<file path="src/shps_pkg.sv">
// Shared types, codes and constants of the stepper homing and plunge sequencer.
package shps_pkg;

  // Default widths of the datapath
  localparam int READING_BITS_DEF      = 24;
  localparam int POSITION_BITS_DEF     = 21;
  localparam int SAMPLE_COUNT_BITS_DEF = 22;

  // Configuration port and register widths
  localparam int CFG_DATA_W  = 24;
  localparam int CFG_INDEX_W = 3;
  localparam int TICKS_W     = 16;
  localparam int STEPS_W     = 20;
  localparam int DEV_LIMIT_W = 24;
  localparam int RUN_W       = 16;

  // Register reset values
  localparam logic [TICKS_W-1:0]     STEP_HIGH_RST    = 16'd10;
  localparam logic [TICKS_W-1:0]     STEP_LOW_RST     = 16'd10;
  localparam logic [STEPS_W-1:0]     HOME_OFFSET_RST  = 20'd0;
  localparam logic [STEPS_W-1:0]     PLUNGE_LIMIT_RST = 20'hFFFFF;
  localparam logic [DEV_LIMIT_W-1:0] DEV_LIMIT_RST    = 24'd100000;
  localparam logic [RUN_W-1:0]       RUN_LIMIT_RST    = 16'd1;

  typedef enum logic [CFG_INDEX_W-1:0] {
    CFG_STEP_HIGH    = 3'd0,
    CFG_STEP_LOW     = 3'd1,
    CFG_HOME_OFFSET  = 3'd2,
    CFG_PLUNGE_LIMIT = 3'd3,
    CFG_DEV_LIMIT    = 3'd4,
    CFG_RUN_LIMIT    = 3'd5
  } cfg_index_t;

  typedef enum logic [1:0] {
    KIND_TICK   = 2'd0,
    KIND_HOME   = 2'd1,
    KIND_PLUNGE = 2'd2,
    KIND_STOP   = 2'd3
  } kind_t;

  typedef enum logic [1:0] {
    PH_IDLE   = 2'd0,
    PH_UP     = 2'd1,
    PH_DOWN   = 2'd2,
    PH_PLUNGE = 2'd3
  } phase_t;

  typedef enum logic [2:0] {
    CAUSE_NONE     = 3'd0,
    CAUSE_SENSOR   = 3'd1,
    CAUSE_LIMIT    = 3'd2,
    CAUSE_OVERLOAD = 3'd3,
    CAUSE_STOP     = 3'd4
  } cause_t;

  // Datapath operations issued by the controller, one per cycle
  typedef enum logic [3:0] {
    OP_NONE,
    OP_LATCH,
    OP_CMD_HOME,
    OP_CMD_PLUNGE,
    OP_CMD_STOP,
    OP_UP_TRIP,
    OP_START_STEP,
    OP_ZERO_AVG,
    OP_DIV_START,
    OP_DIV_STEP,
    OP_DIV_DONE,
    OP_FIN_REHOME,
    OP_FIN_IDLE,
    OP_PLUNGE_END,
    OP_TICK,
    OP_EMIT
  } op_t;

  typedef struct packed {
    op_t    op;
    cause_t cause;
  } cmd_t;

  typedef struct packed {
    kind_t  kind;
    phase_t phase;
    logic   stop_pending;
    logic   sensor;
    logic   pos_lt_offset;
    logic   pos_ge_limit;
    logic   count_zero;
    logic   rehome_after;
    logic   step_busy;
    logic   div_last;
  } sts_t;

endpackage

</file>
<file path="src/shps_ctrl.sv">
// Sequencer controller: walks each item through dispatch, phase decisions, divide, tick, emit.
module shps_ctrl (
  input  logic            clk,
  input  logic            rst,
  input  logic            in_valid,
  output logic            in_ready,
  output logic            out_valid,
  input  logic            out_ready,
  input  shps_pkg::sts_t  sts,
  output shps_pkg::cmd_t  cmd
);
  import shps_pkg::*;

  typedef enum logic [3:0] {
    S_IDLE,
    S_DISPATCH,
    S_BOUND,
    S_DIV,
    S_DIV_DONE,
    S_FIN,
    S_CALC,
    S_TICK,
    S_EMIT
  } state_t;

  state_t state, state_next;
  logic   out_valid_next;
  cause_t plunge_cause;

  // Pick the reason a plunge stroke ends at a step start
  always_comb begin
    if (sts.stop_pending) begin
      plunge_cause = CAUSE_STOP;
    end else if (sts.sensor) begin
      plunge_cause = CAUSE_SENSOR;
    end else if (sts.pos_ge_limit) begin
      plunge_cause = CAUSE_LIMIT;
    end else begin
      plunge_cause = CAUSE_NONE;
    end
  end

  // Next state and datapath command
  always_comb begin
    state_next     = state;
    cmd.op         = OP_NONE;
    cmd.cause      = plunge_cause;
    out_valid_next = out_valid && !out_ready;
    case (state)
      S_IDLE: begin
        if (in_valid && in_ready) begin
          cmd.op     = OP_LATCH;
          state_next = S_DISPATCH;
        end
      end
      S_DISPATCH: begin
        state_next = S_EMIT;
        case (sts.kind)
          KIND_HOME: begin
            if (sts.phase == PH_IDLE) cmd.op = OP_CMD_HOME;
          end
          KIND_PLUNGE: begin
            if (sts.phase == PH_IDLE) cmd.op = OP_CMD_PLUNGE;
          end
          KIND_STOP: begin
            if (sts.phase != PH_IDLE) cmd.op = OP_CMD_STOP;
          end
          default: begin
            if (sts.phase != PH_IDLE) state_next = sts.step_busy ? S_CALC : S_BOUND;
          end
        endcase
      end
      S_BOUND: begin
        case (sts.phase)
          PH_UP: begin
            if (sts.stop_pending || sts.sensor) begin
              cmd.op = OP_UP_TRIP;
            end else begin
              cmd.op     = OP_START_STEP;
              state_next = S_CALC;
            end
          end
          PH_DOWN: begin
            if (!sts.stop_pending && sts.pos_lt_offset) begin
              cmd.op     = OP_START_STEP;
              state_next = S_CALC;
            end else if (sts.count_zero) begin
              cmd.op     = OP_ZERO_AVG;
              state_next = S_FIN;
            end else begin
              cmd.op     = OP_DIV_START;
              state_next = S_DIV;
            end
          end
          PH_PLUNGE: begin
            if (plunge_cause == CAUSE_NONE) begin
              cmd.op     = OP_START_STEP;
              state_next = S_CALC;
            end else begin
              cmd.op = OP_PLUNGE_END;
            end
          end
          default: state_next = S_CALC;
        endcase
      end
      S_DIV: begin
        cmd.op = OP_DIV_STEP;
        if (sts.div_last) state_next = S_DIV_DONE;
      end
      S_DIV_DONE: begin
        cmd.op     = OP_DIV_DONE;
        state_next = S_FIN;
      end
      S_FIN: begin
        if (sts.rehome_after) begin
          cmd.op     = OP_FIN_REHOME;
          state_next = S_BOUND;
        end else begin
          cmd.op     = OP_FIN_IDLE;
          state_next = S_CALC;
        end
      end
      // wait state for the deviation register to follow the zero offset
      S_CALC: state_next = S_TICK;
      S_TICK: begin
        cmd.op     = OP_TICK;
        state_next = S_EMIT;
      end
      S_EMIT: begin
        if (!out_valid || out_ready) begin
          cmd.op         = OP_EMIT;
          out_valid_next = 1'b1;
          state_next     = S_IDLE;
        end
      end
      default: state_next = S_IDLE;
    endcase
  end

  // Hold state and registered handshake outputs
  always_ff @(posedge clk) begin
    if (rst) begin
      state     <= S_IDLE;
      in_ready  <= 1'b0;
      out_valid <= 1'b0;
    end else begin
      state     <= state_next;
      in_ready  <= (state_next == S_IDLE);
      out_valid <= out_valid_next;
    end
  end

  a_accept_blocks: assert property (@(posedge clk) disable iff (rst)
    in_valid && in_ready |=> !in_ready)
    else $error("input taken twice without finishing the item");

  a_step_idle: assert property (@(posedge clk) disable iff (rst)
    cmd.op == OP_START_STEP |-> !sts.step_busy)
    else $error("step started while a step is in progress");

  a_div_nonzero: assert property (@(posedge clk) disable iff (rst)
    cmd.op == OP_DIV_START |-> !sts.count_zero)
    else $error("divide started with an empty sample count");

  a_div_flow: assert property (@(posedge clk) disable iff (rst)
    state == S_DIV |=> (state == S_DIV || state == S_DIV_DONE))
    else $error("divide left early");

endmodule

</file>
<file path="src/shps_dpath.sv">
// Sequencer datapath: configuration, motion state, averaging divider and result register.
module shps_dpath #(
  parameter int READING_BITS      = shps_pkg::READING_BITS_DEF,
  parameter int POSITION_BITS     = shps_pkg::POSITION_BITS_DEF,
  parameter int SAMPLE_COUNT_BITS = shps_pkg::SAMPLE_COUNT_BITS_DEF
) (
  input  logic                                 clk,
  input  logic                                 rst,
  input  logic                                 cfg_we,
  input  logic [shps_pkg::CFG_INDEX_W-1:0]     cfg_index,
  input  logic [shps_pkg::CFG_DATA_W-1:0]      cfg_data,
  input  logic [1:0]                           kind,
  input  logic                                 stop_sensor,
  input  logic signed [READING_BITS-1:0]       load_reading,
  input  shps_pkg::cmd_t                       cmd,
  output shps_pkg::sts_t                       sts,
  output logic                                 step_out,
  output logic                                 direction_out,
  output logic                                 enable_out,
  output logic                                 busy_res,
  output logic [1:0]                           phase,
  output logic signed [POSITION_BITS-1:0]      position,
  output logic signed [READING_BITS-1:0]       zero_offset,
  output logic                                 position_valid,
  output logic                                 sample_valid,
  output logic signed [POSITION_BITS-1:0]      sample_position,
  output logic signed [READING_BITS-1:0]       sample_reading,
  output logic [2:0]                           plunge_end_cause
);
  import shps_pkg::*;

  localparam int SUM_W     = READING_BITS + SAMPLE_COUNT_BITS;
  localparam int DEV_W     = READING_BITS + 1;
  localparam int CMP_W     = (DEV_W > DEV_LIMIT_W) ? DEV_W : DEV_LIMIT_W;
  localparam int PC_W      = ((POSITION_BITS > STEPS_W) ? POSITION_BITS : STEPS_W) + 1;
  localparam int DIV_CNT_W = $clog2(SUM_W + 1);

  localparam logic signed [POSITION_BITS-1:0] POS_MAX = {1'b0, {(POSITION_BITS-1){1'b1}}};
  localparam logic signed [POSITION_BITS-1:0] POS_MIN = {1'b1, {(POSITION_BITS-1){1'b0}}};
  localparam logic signed [POSITION_BITS-1:0] POS_ONE = {{(POSITION_BITS-1){1'b0}}, 1'b1};

  // Configuration registers
  logic [TICKS_W-1:0]     step_high_ticks, step_low_ticks;
  logic [STEPS_W-1:0]     home_offset_steps, plunge_step_limit;
  logic [DEV_LIMIT_W-1:0] load_deviation_limit;
  logic [RUN_W-1:0]       overload_run_limit;

  // Sequence state
  phase_t                        seq_phase;
  logic [TICKS_W-1:0]            tick_count;
  logic                          pulse_high;
  logic signed [POSITION_BITS-1:0] step_position;
  logic signed [READING_BITS-1:0]  zero_average;
  logic                          homed_flag;
  logic signed [SUM_W-1:0]       reading_sum;
  logic [SAMPLE_COUNT_BITS-1:0]  reading_count;
  logic [RUN_W-1:0]              overload_run;
  logic                          stop_pending;
  logic                          rehome_after;
  cause_t                        last_cause;

  // Latched item and per-item results
  kind_t                         in_kind;
  logic                          in_sensor;
  logic signed [READING_BITS-1:0]  in_reading;
  logic                          step_level;
  logic                          smp_valid;
  logic signed [POSITION_BITS-1:0] smp_pos;
  logic signed [READING_BITS-1:0]  smp_read;

  // Divider
  logic [SUM_W-1:0]              div_q;
  logic [SAMPLE_COUNT_BITS-1:0]  div_rem;
  logic                          div_neg;
  logic [DIV_CNT_W-1:0]          div_cnt;

  logic [DEV_W-1:0]              dev_reg;

  // Combinational helpers
  logic [TICKS_W-1:0]            high_eff, low_eff, tick_dec;
  logic                          step_busy;
  logic signed [POSITION_BITS-1:0] pos_inc, pos_dec;
  logic signed [SUM_W-1:0]       sum_add;
  logic                          count_full;
  logic [SUM_W-1:0]              sum_mag;
  logic [SAMPLE_COUNT_BITS:0]    trial, trial_diff;
  logic                          trial_ok;
  logic signed [READING_BITS-1:0]  quot;
  logic signed [DEV_W-1:0]       diff;
  logic [DEV_W-1:0]              dev_abs;
  logic                          overloaded, ended;
  logic [RUN_W-1:0]              run_inc;
  logic signed [PC_W-1:0]        pos_ext, offset_ext, limit_ext;

  assign high_eff   = (step_high_ticks == '0) ? TICKS_W'(1) : step_high_ticks;
  assign low_eff    = (step_low_ticks == '0) ? TICKS_W'(1) : step_low_ticks;
  assign tick_dec   = tick_count - TICKS_W'(1);
  assign step_busy  = pulse_high || (tick_count != '0);

  // Saturating position moves
  assign pos_inc = (step_position == POS_MAX) ? step_position : step_position + POS_ONE;
  assign pos_dec = (step_position == POS_MIN) ? step_position : step_position - POS_ONE;

  // Accumulator for the zero offset average
  assign sum_add    = reading_sum + SUM_W'(in_reading);
  assign count_full = (reading_count == '1);

  // Restoring divide on the magnitude, one quotient bit a cycle
  assign sum_mag    = reading_sum[SUM_W-1] ? SUM_W'(-reading_sum) : SUM_W'(reading_sum);
  assign trial      = {div_rem, div_q[SUM_W-1]};
  assign trial_ok   = trial >= {1'b0, reading_count};
  assign trial_diff = trial - {1'b0, reading_count};
  assign quot       = $signed(div_q[READING_BITS-1:0]);

  // Load deviation from the zero offset
  assign diff    = DEV_W'(in_reading) - DEV_W'(zero_average);
  assign dev_abs = diff[DEV_W-1] ? DEV_W'(-diff) : DEV_W'(diff);
  assign overloaded = CMP_W'(dev_reg) > CMP_W'(load_deviation_limit);
  assign run_inc    = (overload_run == '1) ? overload_run : overload_run + RUN_W'(1);
  assign ended      = overloaded && (run_inc >= overload_run_limit);

  // Position compares against unsigned step settings
  assign pos_ext    = PC_W'(step_position);
  assign offset_ext = $signed(PC_W'(home_offset_steps));
  assign limit_ext  = $signed(PC_W'(plunge_step_limit));

  // Status to the controller
  always_comb begin
    sts.kind          = in_kind;
    sts.phase         = seq_phase;
    sts.stop_pending  = stop_pending;
    sts.sensor        = in_sensor;
    sts.pos_lt_offset = pos_ext < offset_ext;
    sts.pos_ge_limit  = pos_ext >= limit_ext;
    sts.count_zero    = (reading_count == '0);
    sts.rehome_after  = rehome_after;
    sts.step_busy     = step_busy;
    sts.div_last      = (div_cnt == DIV_CNT_W'(1));
  end

  // Register the deviation magnitude
  always_ff @(posedge clk) begin
    dev_reg <= dev_abs;
  end

  // Configuration and sequence state
  always_ff @(posedge clk) begin
    if (rst) begin
      step_high_ticks      <= STEP_HIGH_RST;
      step_low_ticks       <= STEP_LOW_RST;
      home_offset_steps    <= HOME_OFFSET_RST;
      plunge_step_limit    <= PLUNGE_LIMIT_RST;
      load_deviation_limit <= DEV_LIMIT_RST;
      overload_run_limit   <= RUN_LIMIT_RST;
      seq_phase            <= PH_IDLE;
      tick_count           <= '0;
      pulse_high           <= 1'b0;
      step_position        <= '0;
      zero_average         <= '0;
      homed_flag           <= 1'b0;
      reading_sum          <= '0;
      reading_count        <= '0;
      overload_run         <= '0;
      stop_pending         <= 1'b0;
      rehome_after         <= 1'b0;
      last_cause           <= CAUSE_NONE;
      step_level           <= 1'b0;
      smp_valid            <= 1'b0;
    end else begin
      if (cfg_we) begin
        case (cfg_index)
          CFG_STEP_HIGH:    step_high_ticks      <= cfg_data[TICKS_W-1:0];
          CFG_STEP_LOW:     step_low_ticks       <= cfg_data[TICKS_W-1:0];
          CFG_HOME_OFFSET:  home_offset_steps    <= cfg_data[STEPS_W-1:0];
          CFG_PLUNGE_LIMIT: plunge_step_limit    <= cfg_data[STEPS_W-1:0];
          CFG_DEV_LIMIT:    load_deviation_limit <= cfg_data[DEV_LIMIT_W-1:0];
          CFG_RUN_LIMIT:    overload_run_limit   <= cfg_data[RUN_W-1:0];
          default: ;
        endcase
      end
      case (cmd.op)
        OP_LATCH: begin
          in_kind    <= kind_t'(kind);
          in_sensor  <= stop_sensor;
          in_reading <= load_reading;
          step_level <= 1'b0;
          smp_valid  <= 1'b0;
        end
        OP_CMD_HOME: begin
          stop_pending  <= 1'b0;
          rehome_after  <= 1'b0;
          seq_phase     <= PH_UP;
          reading_sum   <= '0;
          reading_count <= '0;
          tick_count    <= '0;
          pulse_high    <= 1'b0;
        end
        OP_CMD_PLUNGE: begin
          stop_pending <= 1'b0;
          last_cause   <= CAUSE_NONE;
          overload_run <= '0;
          tick_count   <= '0;
          pulse_high   <= 1'b0;
          if (homed_flag) begin
            rehome_after <= 1'b0;
            seq_phase    <= PH_PLUNGE;
          end else begin
            rehome_after  <= 1'b1;
            seq_phase     <= PH_UP;
            reading_sum   <= '0;
            reading_count <= '0;
          end
        end
        OP_CMD_STOP: stop_pending <= 1'b1;
        OP_UP_TRIP: begin
          step_position <= '0;
          seq_phase     <= PH_DOWN;
        end
        OP_START_STEP: begin
          pulse_high <= 1'b1;
          tick_count <= high_eff;
        end
        OP_ZERO_AVG: zero_average <= '0;
        OP_DIV_START: begin
          div_q   <= sum_mag;
          div_rem <= '0;
          div_neg <= reading_sum[SUM_W-1];
          div_cnt <= DIV_CNT_W'(SUM_W);
        end
        OP_DIV_STEP: begin
          div_rem <= trial_ok ? trial_diff[SAMPLE_COUNT_BITS-1:0]
                              : trial[SAMPLE_COUNT_BITS-1:0];
          div_q   <= {div_q[SUM_W-2:0], trial_ok};
          div_cnt <= div_cnt - DIV_CNT_W'(1);
        end
        OP_DIV_DONE: zero_average <= div_neg ? -quot : quot;
        OP_FIN_REHOME: begin
          homed_flag   <= 1'b1;
          rehome_after <= 1'b0;
          seq_phase    <= PH_PLUNGE;
          overload_run <= '0;
        end
        OP_FIN_IDLE: begin
          homed_flag   <= 1'b1;
          seq_phase    <= PH_IDLE;
          stop_pending <= 1'b0;
        end
        OP_PLUNGE_END: begin
          last_cause    <= cmd.cause;
          seq_phase     <= PH_UP;
          reading_sum   <= '0;
          reading_count <= '0;
          tick_count    <= '0;
          pulse_high    <= 1'b0;
        end
        OP_TICK: begin
          if (step_busy) begin
            step_level <= pulse_high;
            if (tick_dec != '0) begin
              tick_count <= tick_dec;
            end else if (pulse_high) begin
              pulse_high <= 1'b0;
              tick_count <= low_eff;
            end else begin
              // last low tick: move and take the reading
              tick_count <= '0;
              case (seq_phase)
                PH_UP: begin
                  step_position <= pos_dec;
                  if (!count_full) begin
                    reading_sum   <= sum_add;
                    reading_count <= reading_count + SAMPLE_COUNT_BITS'(1);
                  end
                end
                PH_DOWN: begin
                  step_position <= pos_inc;
                  if (!count_full) begin
                    reading_sum   <= sum_add;
                    reading_count <= reading_count + SAMPLE_COUNT_BITS'(1);
                  end
                end
                PH_PLUNGE: begin
                  smp_valid    <= 1'b1;
                  smp_pos      <= step_position;
                  smp_read     <= in_reading;
                  overload_run <= overloaded ? run_inc : '0;
                  if (ended) begin
                    last_cause    <= CAUSE_OVERLOAD;
                    seq_phase     <= PH_UP;
                    reading_sum   <= '0;
                    reading_count <= '0;
                  end else begin
                    step_position <= pos_inc;
                  end
                end
                default: ;
              endcase
            end
          end
        end
        default: ;
      endcase
    end
  end

  // Result register, loaded once per item
  always_ff @(posedge clk) begin
    if (cmd.op == OP_EMIT) begin
      step_out         <= step_level;
      direction_out    <= (seq_phase == PH_IDLE) ? homed_flag : (seq_phase != PH_UP);
      enable_out       <= (seq_phase != PH_IDLE);
      busy_res         <= (seq_phase != PH_IDLE);
      phase            <= seq_phase;
      position         <= step_position;
      zero_offset      <= zero_average;
      position_valid   <= homed_flag;
      sample_valid     <= smp_valid;
      sample_position  <= smp_valid ? smp_pos : '0;
      sample_reading   <= smp_valid ? smp_read : '0;
      plunge_end_cause <= last_cause;
    end
  end

  a_pulse_timed: assert property (@(posedge clk) disable iff (rst)
    pulse_high |-> tick_count != '0)
    else $error("step pulse high with no tick budget");

  a_idle_no_stop: assert property (@(posedge clk) disable iff (rst)
    seq_phase == PH_IDLE |-> !stop_pending)
    else $error("stop request left pending while idle");

  a_homed_sticky: assert property (@(posedge clk) disable iff (rst)
    homed_flag |=> homed_flag)
    else $error("position valid dropped");

endmodule

</file>
<file path="src/stepper_homing_plunge_sequencer_unit.sv">
// Top level of the stepper homing and plunge sequencer.
// One beat in gives one beat out. A command passes through accept, dispatch and
// emit; a tick inside a step also passes the deviation register and the tick
// update before emit. A tick at a step boundary adds the phase decisions chained
// in it, and a tick that ends a homing with samples adds the averaging divide,
// run by the restoring divider that retires one quotient bit a cycle. A new item
// is taken while the previous result still waits at the output register.
module stepper_homing_plunge_sequencer_unit #(
  parameter int READING_BITS      = shps_pkg::READING_BITS_DEF,
  parameter int POSITION_BITS     = shps_pkg::POSITION_BITS_DEF,
  parameter int SAMPLE_COUNT_BITS = shps_pkg::SAMPLE_COUNT_BITS_DEF
) (
  input  logic                               clk,
  input  logic                               rst,
  input  logic                               cfg_we,
  input  logic [shps_pkg::CFG_INDEX_W-1:0]   cfg_index,
  input  logic [shps_pkg::CFG_DATA_W-1:0]    cfg_data,
  input  logic                               in_valid,
  output logic                               in_ready,
  input  logic [1:0]                         kind,
  input  logic                               stop_sensor,
  input  logic signed [READING_BITS-1:0]     load_reading,
  output logic                               out_valid,
  input  logic                               out_ready,
  output logic                               step_out,
  output logic                               direction_out,
  output logic                               enable_out,
  output logic                               busy_res,
  output logic [1:0]                         phase,
  output logic signed [POSITION_BITS-1:0]    position,
  output logic signed [READING_BITS-1:0]     zero_offset,
  output logic                               position_valid,
  output logic                               sample_valid,
  output logic signed [POSITION_BITS-1:0]    sample_position,
  output logic signed [READING_BITS-1:0]     sample_reading,
  output logic [2:0]                         plunge_end_cause
);
  import shps_pkg::*;

  cmd_t cmd;
  sts_t sts;

  // Sequence control
  shps_ctrl u_ctrl (
    .clk       (clk),
    .rst       (rst),
    .in_valid  (in_valid),
    .in_ready  (in_ready),
    .out_valid (out_valid),
    .out_ready (out_ready),
    .sts       (sts),
    .cmd       (cmd)
  );

  // Motion state, divider and result register
  shps_dpath #(
    .READING_BITS      (READING_BITS),
    .POSITION_BITS     (POSITION_BITS),
    .SAMPLE_COUNT_BITS (SAMPLE_COUNT_BITS)
  ) u_dpath (
    .clk              (clk),
    .rst              (rst),
    .cfg_we           (cfg_we),
    .cfg_index        (cfg_index),
    .cfg_data         (cfg_data),
    .kind             (kind),
    .stop_sensor      (stop_sensor),
    .load_reading     (load_reading),
    .cmd              (cmd),
    .sts              (sts),
    .step_out         (step_out),
    .direction_out    (direction_out),
    .enable_out       (enable_out),
    .busy_res         (busy_res),
    .phase            (phase),
    .position         (position),
    .zero_offset      (zero_offset),
    .position_valid   (position_valid),
    .sample_valid     (sample_valid),
    .sample_position  (sample_position),
    .sample_reading   (sample_reading),
    .plunge_end_cause (plunge_end_cause)
  );

endmodule

</file>
<file path="config.mk">
export PLATFORM = sky130hd
export DESIGN_NAME = stepper_homing_plunge_sequencer_unit
export DESIGN_NICKNAME = d
export VERILOG_FILES = /design/src/shps_pkg.sv /design/src/shps_ctrl.sv /design/src/shps_dpath.sv /design/src/stepper_homing_plunge_sequencer_unit.sv
export SDC_FILE = /design/constraint.sdc
export NUM_CORES = 1
export LEC_CHECK = 0
export BUFFER_PORTS_ARGS = -buffer_cell sky130_fd_sc_hd__buf_2
export CORE_UTILIZATION = 60
export DETAILED_ROUTE_END_ITERATION = 6
export PLACE_DENSITY = 0.78
export SYNTH_ARGS = -nofsm -noshare
export SYNTH_HDL_FRONTEND = slang
export SYNTH_SLANG_ARGS = --single-unit
</file>
<file path="constraint.sdc">
create_clock -name clk -period 9.2 [get_ports clk]
set_input_delay 0.46 -clock clk [delete_from_list [all_inputs] [get_ports clk]]
set_output_delay 0.46 -clock clk [all_outputs]
set_load 0.005 [all_outputs]
</file>
Word-level counts from Yosys, hierarchy flattened
Index checks and enable logic that the tools add are counted.
{"block": "totals", "ff_bits": 546, "wordCells": 279}
{"block": "op_classes", "addsub": 12, "order_cmp": 5, "n_eq_ne": 52, "muxes": 103, "n_bitwise": 3, "n_reduce_logical": 59}
{"op": "$mux W46", "n": 7}
{"op": "$pmux W46 S2", "n": 2}
{"op": "$mux W16", "n": 11}
{"op": "$mux W22", "n": 7}
{"op": "$pmux W46 S3", "n": 1}
{"op": "$mux W21", "n": 6}
{"op": "$pmux W22 S2", "n": 2}
{"op": "$pmux W22 S3", "n": 1}
{"op": "$pmux W21 S3", "n": 1}
{"op": "$mux W24", "n": 2}
{"op": "$mux W4", "n": 12}
{"op": "$pmux W16 S3", "n": 1}
{"op": "$pmux W24 S2", "n": 1}
{"op": "$add A46 B24 Y46", "n": 1}
{"op": "$neg A46 Y46", "n": 1}
{"op": "$eq A21 B21 Y1 const B", "n": 2}
{"op": "$pmux W21 S2", "n": 1}
{"op": "$eq A4 B4 Y1 const B", "n": 9}
{"op": "$mux W3", "n": 12}
{"op": "$pmux W4 S3", "n": 3}
{"op": "$pmux W4 S9", "n": 1}
{"op": "$eq A4 B3 Y1 const B", "n": 8}
{"op": "$logic_not A16 Y1", "n": 2}
{"op": "$pmux W16 S2", "n": 1}
{"op": "58 further kinds", "n": 139}

Longest topological paths before layout
{"block": "logic_depth", "depth_word": 12, "ltp_mapped": 23, "ltp_nobuf": 20}

By module
A second synthesis with hierarchy kept.
{"block": "unflattened", "hier_cells": 3460, "area_unflattened_um2": 31226.2}
{"mod": "shps_dpath", "n_inst": 1, "cells_per_inst": 3367, "area_each_um2": 30516.8, "seq_area_each_um2": 13282.7}
{"mod": "shps_ctrl", "n_inst": 1, "cells_per_inst": 93, "area_each_um2": 709.4, "seq_area_each_um2": 120.1}

Worst setup path after synthesis
OpenSTA, ideal clock, no wires.
{"block": "synth_timing", "path_kind": "flip-flop to flip-flop", "startpoint": "register u_dpath.step_position[18]", "endpoint": "register u_dpath.div_cnt[0], enable pin", "setup_time_ns": 0.597, "t_arrival_ns": 7.254, "required_ns": 8.603, "path_slack_ns": 1.349, "stages_incl_launch_ff": 11, "n_path_buf": 1, "cell_sequence": "dfxtp_1 ha_1 nand4b_4 nor3_2 a221oi_1 and2_4 a211oi_1 a311o_1 buf_4 nand2_1 nor3_1"}
{"block": "synth_between", "elab_chain_cells": 11, "elab_cells_between_ends": 15}
{"item": "from (decl)", "line_no": "shps_dpath.sv:52", "text": "logic signed [POSITION_BITS-1:0] step_position;"}
{"item": "from (signal assigned)", "line_no": "shps_dpath.sv:269", "text": "step_position <= pos_dec;"}
{"item": "from (signal assigned)", "line_no": "shps_dpath.sv:276", "text": "step_position <= pos_inc;"}
{"item": "from (signal assigned)", "line_no": "shps_dpath.sv:293", "text": "step_position <= pos_inc;"}
{"item": "$ge A21 B21 Y1", "line_no": "shps_dpath.sv:134", "text": "sts.pos_ge_limit = pos_ext >= limit_ext;"}
{"item": "$mux W2", "line_no": "shps_ctrl.sv:36", "text": "end else if (sts.pos_ge_limit) begin"}
{"item": "$mux W3", "line_no": "shps_ctrl.sv:34", "text": "end else if (sts.sensor) begin"}
{"item": "$mux W3", "line_no": "shps_ctrl.sv:32", "text": "if (sts.stop_pending) begin"}
{"item": "$logic_not A3 Y1", "line_no": "shps_ctrl.sv:96", "text": "if (plunge_cause == CAUSE_NONE) begin"}
{"item": "$mux W4", "line_no": "shps_ctrl.sv:96"}
{"item": "$pmux W4 S3 *", "line_no": "shps_ctrl.sv:74", "text": "case (sts.phase)"}
{"item": "$pmux W4 S8 *", "line_no": "shps_ctrl.sv:49", "text": "case (state)"}
{"item": "$eq A4 B4 Y1", "line_no": "shps_dpath.sv:181", "text": "case (cmd.op)"}
{"item": "$reduce_bool A2 Y1 (no line) *"}
{"item": "$reduce_and A2 Y1 (no line) *"}
{"item": "to (signal assigned)", "line_no": "shps_dpath.sv:228", "text": "div_cnt <= DIV_CNT_W'(SUM_W);"}
{"item": "to (signal assigned)", "line_no": "shps_dpath.sv:234", "text": "div_cnt <= div_cnt - DIV_CNT_W'(1);"}
{"item": "to (decl)", "line_no": "shps_dpath.sv:75", "text": "logic [DIV_CNT_W-1:0] div_cnt;"}
Every way passes the cells marked *; elsewhere a longest branch is shown, timed or not.
A chain may end at the register's enable or synchronous reset.

Final worst setup path
{"block": "layout_timing", "startpoint": "register u_dpath.overload_run[3]", "endpoint": "register u_dpath.reading_count[19]"}
{"block": "layout_between", "elab_chain_cells": 6, "elab_cells_between_ends": 7}
{"item": "from (decl)", "line_no": "shps_dpath.sv:57", "text": "logic [RUN_W-1:0] overload_run;"}
{"item": "from (signal assigned)", "line_no": "shps_dpath.sv:286", "text": "overload_run <= overloaded ? run_inc : '0;"}
{"item": "$add A16 B1 Y16 / $eq A16 B16 Y1 (equally long branches)", "line_no": "shps_dpath.sv:119", "text": "assign run_inc = (overload_run == '1) ? overload_run : overload_run + RUN_W'(1);"}
{"item": "$mux W16 *", "line_no": "shps_dpath.sv:119"}
{"item": "$ge A16 B16 Y1 *", "line_no": "shps_dpath.sv:120", "text": "assign ended = overloaded && (run_inc >= overload_run_limit);"}
{"item": "$logic_and A1 B1 Y1 *", "line_no": "shps_dpath.sv:120"}
{"item": "$ne A3 B2 Y1 (no line) *"}
{"item": "$reduce_and A8 Y1 (no line) *"}
{"item": "to (signal assigned)", "line_no": "shps_dpath.sv:272", "text": "reading_count <= reading_count + SAMPLE_COUNT_BITS'(1);"}
{"item": "to (signal assigned)", "line_no": "shps_dpath.sv:279", "text": "reading_count <= reading_count + SAMPLE_COUNT_BITS'(1);"}
{"item": "to (decl)", "line_no": "shps_dpath.sv:56", "text": "logic [SAMPLE_COUNT_BITS-1:0] reading_count;"}
Marks and branches as above.

==> flow_summary.ini <==
[clocking]
htreeDepth = 2
numClockSinks = 546
clockBufferDepth = 3
cts_tree = done
cts.clk_slew.worst_paths_ns = 0.06
root_buffer = clkbuf_16
clock_latency_ns = 0.64
cts_resized = 0
hold_buffers = 18
postCtsSetupBuffers = 0
tritoncts.num_buffers = 57

[sta]
report.final.slew_viol_count = 0
relSlewSlack_pct = 15.7
fin_crit_ns = 5.40
worst_slew_pin_slew_ns = 1.26
setup_viol = 0
max_freq_mhz = 185
finalCritPeriodShare_pct = 58.7
clock_skew_ns = 0.0261
totalNegativeSetupSlack_ns = 0
final_hold_viol_count = 0
grt_setup_unrepaired = no

[run]
maxCapViolations = 0

[pwr]
power_density_nw_per_um2 = 161
leakage_nw = 13.4
ir_drop_mv = 0.143

[setup_path]
arrival_ns = 5.95
path_cells = and3_1 -> and4_1 -> nand3_1 -> nor3_1 -> nand2b_1 -> nand4_1 -> xnor2_1 -> ha_1 -> a21o_1 -> a2111oi_0 -> o21ai_0 -> a211oi_1 -> nor4b_1 -> a21oi_1 -> a32o_1 -> a21o_2 -> buf_4 -> o21ai_0 -> a21oi_1
cp_slowest_cell = buf_4
cp.required_ns = 9.75
r2r_start = u_dpath.overload_run[3]
critPathLaunch = u_dpath.overload_run[3]
crit_fanout = 70
cpPeakStageDelay_ns = 0.59
critPathCaptureType = flop
critPathKind = reg2reg
worstSetupStartpointType = flop

[floorplanning]
die-area_um2 = 52500
die_w_um = 229
die_y_um = 229
ioPinCount = 162
start_util_pct = 61.3
core_area_um2 = 50500
rows = 82

[synthesis]
yosysUniqueCellTypes = 87
yosys-top-cells-area = edfxtp_1 (24%), dfxtp_1 (19%), ha_1 (8.3%), a21oi_1 (5.5%), nand2_1 (5.4%)
yosysWarnings = 0
yosysMostFrequentCell = nand2_1
syn_nets = 3749
synth_flop_cell = dfxtp_1
avgSynthCellArea_um2 = 8.88
yosysSeqAreaShare_pct = 43.3
synthTopCellsByCount = nand2_1 (449), a21oi_1 (340), dfxtp_1 (299)
netlist_area_um2 = 30900
syn_inst = 3482
ys_seq_elements = 546
yosys.area.top_type = edfxtp_1
synth_top_area_share_pct = 24.0
ys_async_sr_fraction_pct = 0
synth_edf_count = 247

[worst_hold_path]
min-delay-start = load_reading[12]
hp-class = in2reg

[finish]
fillCellCount = 4029
n_antenna_cell = 0
syn_to_final_growth_pct = 11.0
multi_input_area_um2 = 16300
drive_above_1_share_pct = 8.79
final_util_pct = 68.0
final-seq-area_um2 = 13400
fin_nets = 3859

[placed_design]
numPortBuffers = 161
dpl.hpwl_mm = 59.6
gp_congestion = 0.948

[detailed_routing]
drc = 0
postRouteAntennaNets = 0
vias_per_cell = 6.17
first_pass_iters = 7
vias = 26600
wire_per_inst_um = 19.6
finalWirelength_mm = 84.6
drtIter0Drc = 2068

[global_routing]
antenna_found_initial = 5
grt_overflow = 0
gr-usage-all-layers_pct = 31.8
grt_pass1_vias = 25700
grt_pass1_wl_mm = 134
grt_start_max_net_pins = 116

[run_status]
status = complete, no violations
==> cell families (layout without fill, tap and decap cells) <==
group | count (synthesis) | after routing | synth area share, %
xor gates and xnor gates | 201 | 201 | 5.69
and+or+nand+nor | 1302 | 1302 | 20.1
buffers and inverters | 336 | 495 | 4.23
AOI/OAI and AO/OA | 858 | 858 | 17.1
DFF | 546 | 546 | 43.3
muxes | 30 | 30 | 0.987
adders and majority gates | 209 | 209 | 8.54
==> layer usage <==
metal	share of wire (%)	GRT usage [%]
met2	48	54.0
met5	0.015	0
met1	41	40.5
met4	3.9	14.0
met3	7.1	3.93
==> final timing paths <==
path                          endpoint  depth (start not counted)  slack [ns]
max          u_dpath.reading_count[19]                         19        3.80
min             u_dpath.in_reading[12]                          1        0.03
max reg2reg  u_dpath.reading_count[19]                         19        3.80
min reg2reg           u_dpath.step_out                          0        0.44
==> stage by stage <==
stage	power (mW)	hold slack (ns)	setup WS [ns]	instances	area [µm²]
2_1_floorplan	3.03	0.406	1.35	3482	30900
3_3_place_gp	3.16	0.418	4.11	4187	32200
3_5_place_dp	3.18	0.431	3.98	4187	32200
4_1_cts	5.54	0.00558	3.92	4313	34300
5_1_grt	5.71	0.0126	3.44	4313	34300
6_report	5.53	0.0300	3.80	4313	34300
==> where the power goes <==
part	internal, mW	total (mW)	switching (mW)
clock network	1.37	2.38	1.01
registers	2.57	2.62	0.0465
logic	0.195	0.527	0.332
==> critical path: cells and delay by family (launching register included) <==
| family | cells | cell delay [ns] |
|---|---|---|
| compound gates | 9 | 2.19 |
| flops | 1 | 0.41 |
| simple gates | 7 | 1.62 |
| xor+xnor | 1 | 0.16 |
| buf+inv | 1 | 0.59 |
| fa+ha+maj | 1 | 0.28 |
==> layout by cell type, fill, tap and decap left out, types with 43 or more instances in the layout <==
| master | instances |
|---|---|
| dfxtp_1 | 299 |
| o21ai_0 | 162 |
| nand4_1 | 43 |
| nor2_1 | 274 |
| clkbuf_16 | 59 |
| nor3_1 | 76 |
| xnor2_1 | 119 |
| inv_1 | 184 |
| xor2_1 | 82 |
| nand2_1 | 449 |
| nand3_1 | 139 |
| edfxtp_1 | 247 |
| a21oi_1 | 340 |
| buf_2 | 160 |
| ha_1 | 204 |
| and2_1 | 56 |
| a21o_1 | 52 |
==> layout make-up <==
| cell class | instances | share of cell area (%) |
|---|---|---|
| Multi-Input combinational cell | 2600 | 47.4 |
| Timing Repair Buffer | 203 | 3.42 |
| Sequential cell | 546 | 39.0 |
| Tap cell | 672 | 2.45 |
| Clock buffer | 75 | 4.53 |
| Clock inverter | 33 | 1.14 |
| Inverter | 184 | 2.01 |
(Power assumes the default switching activity.)
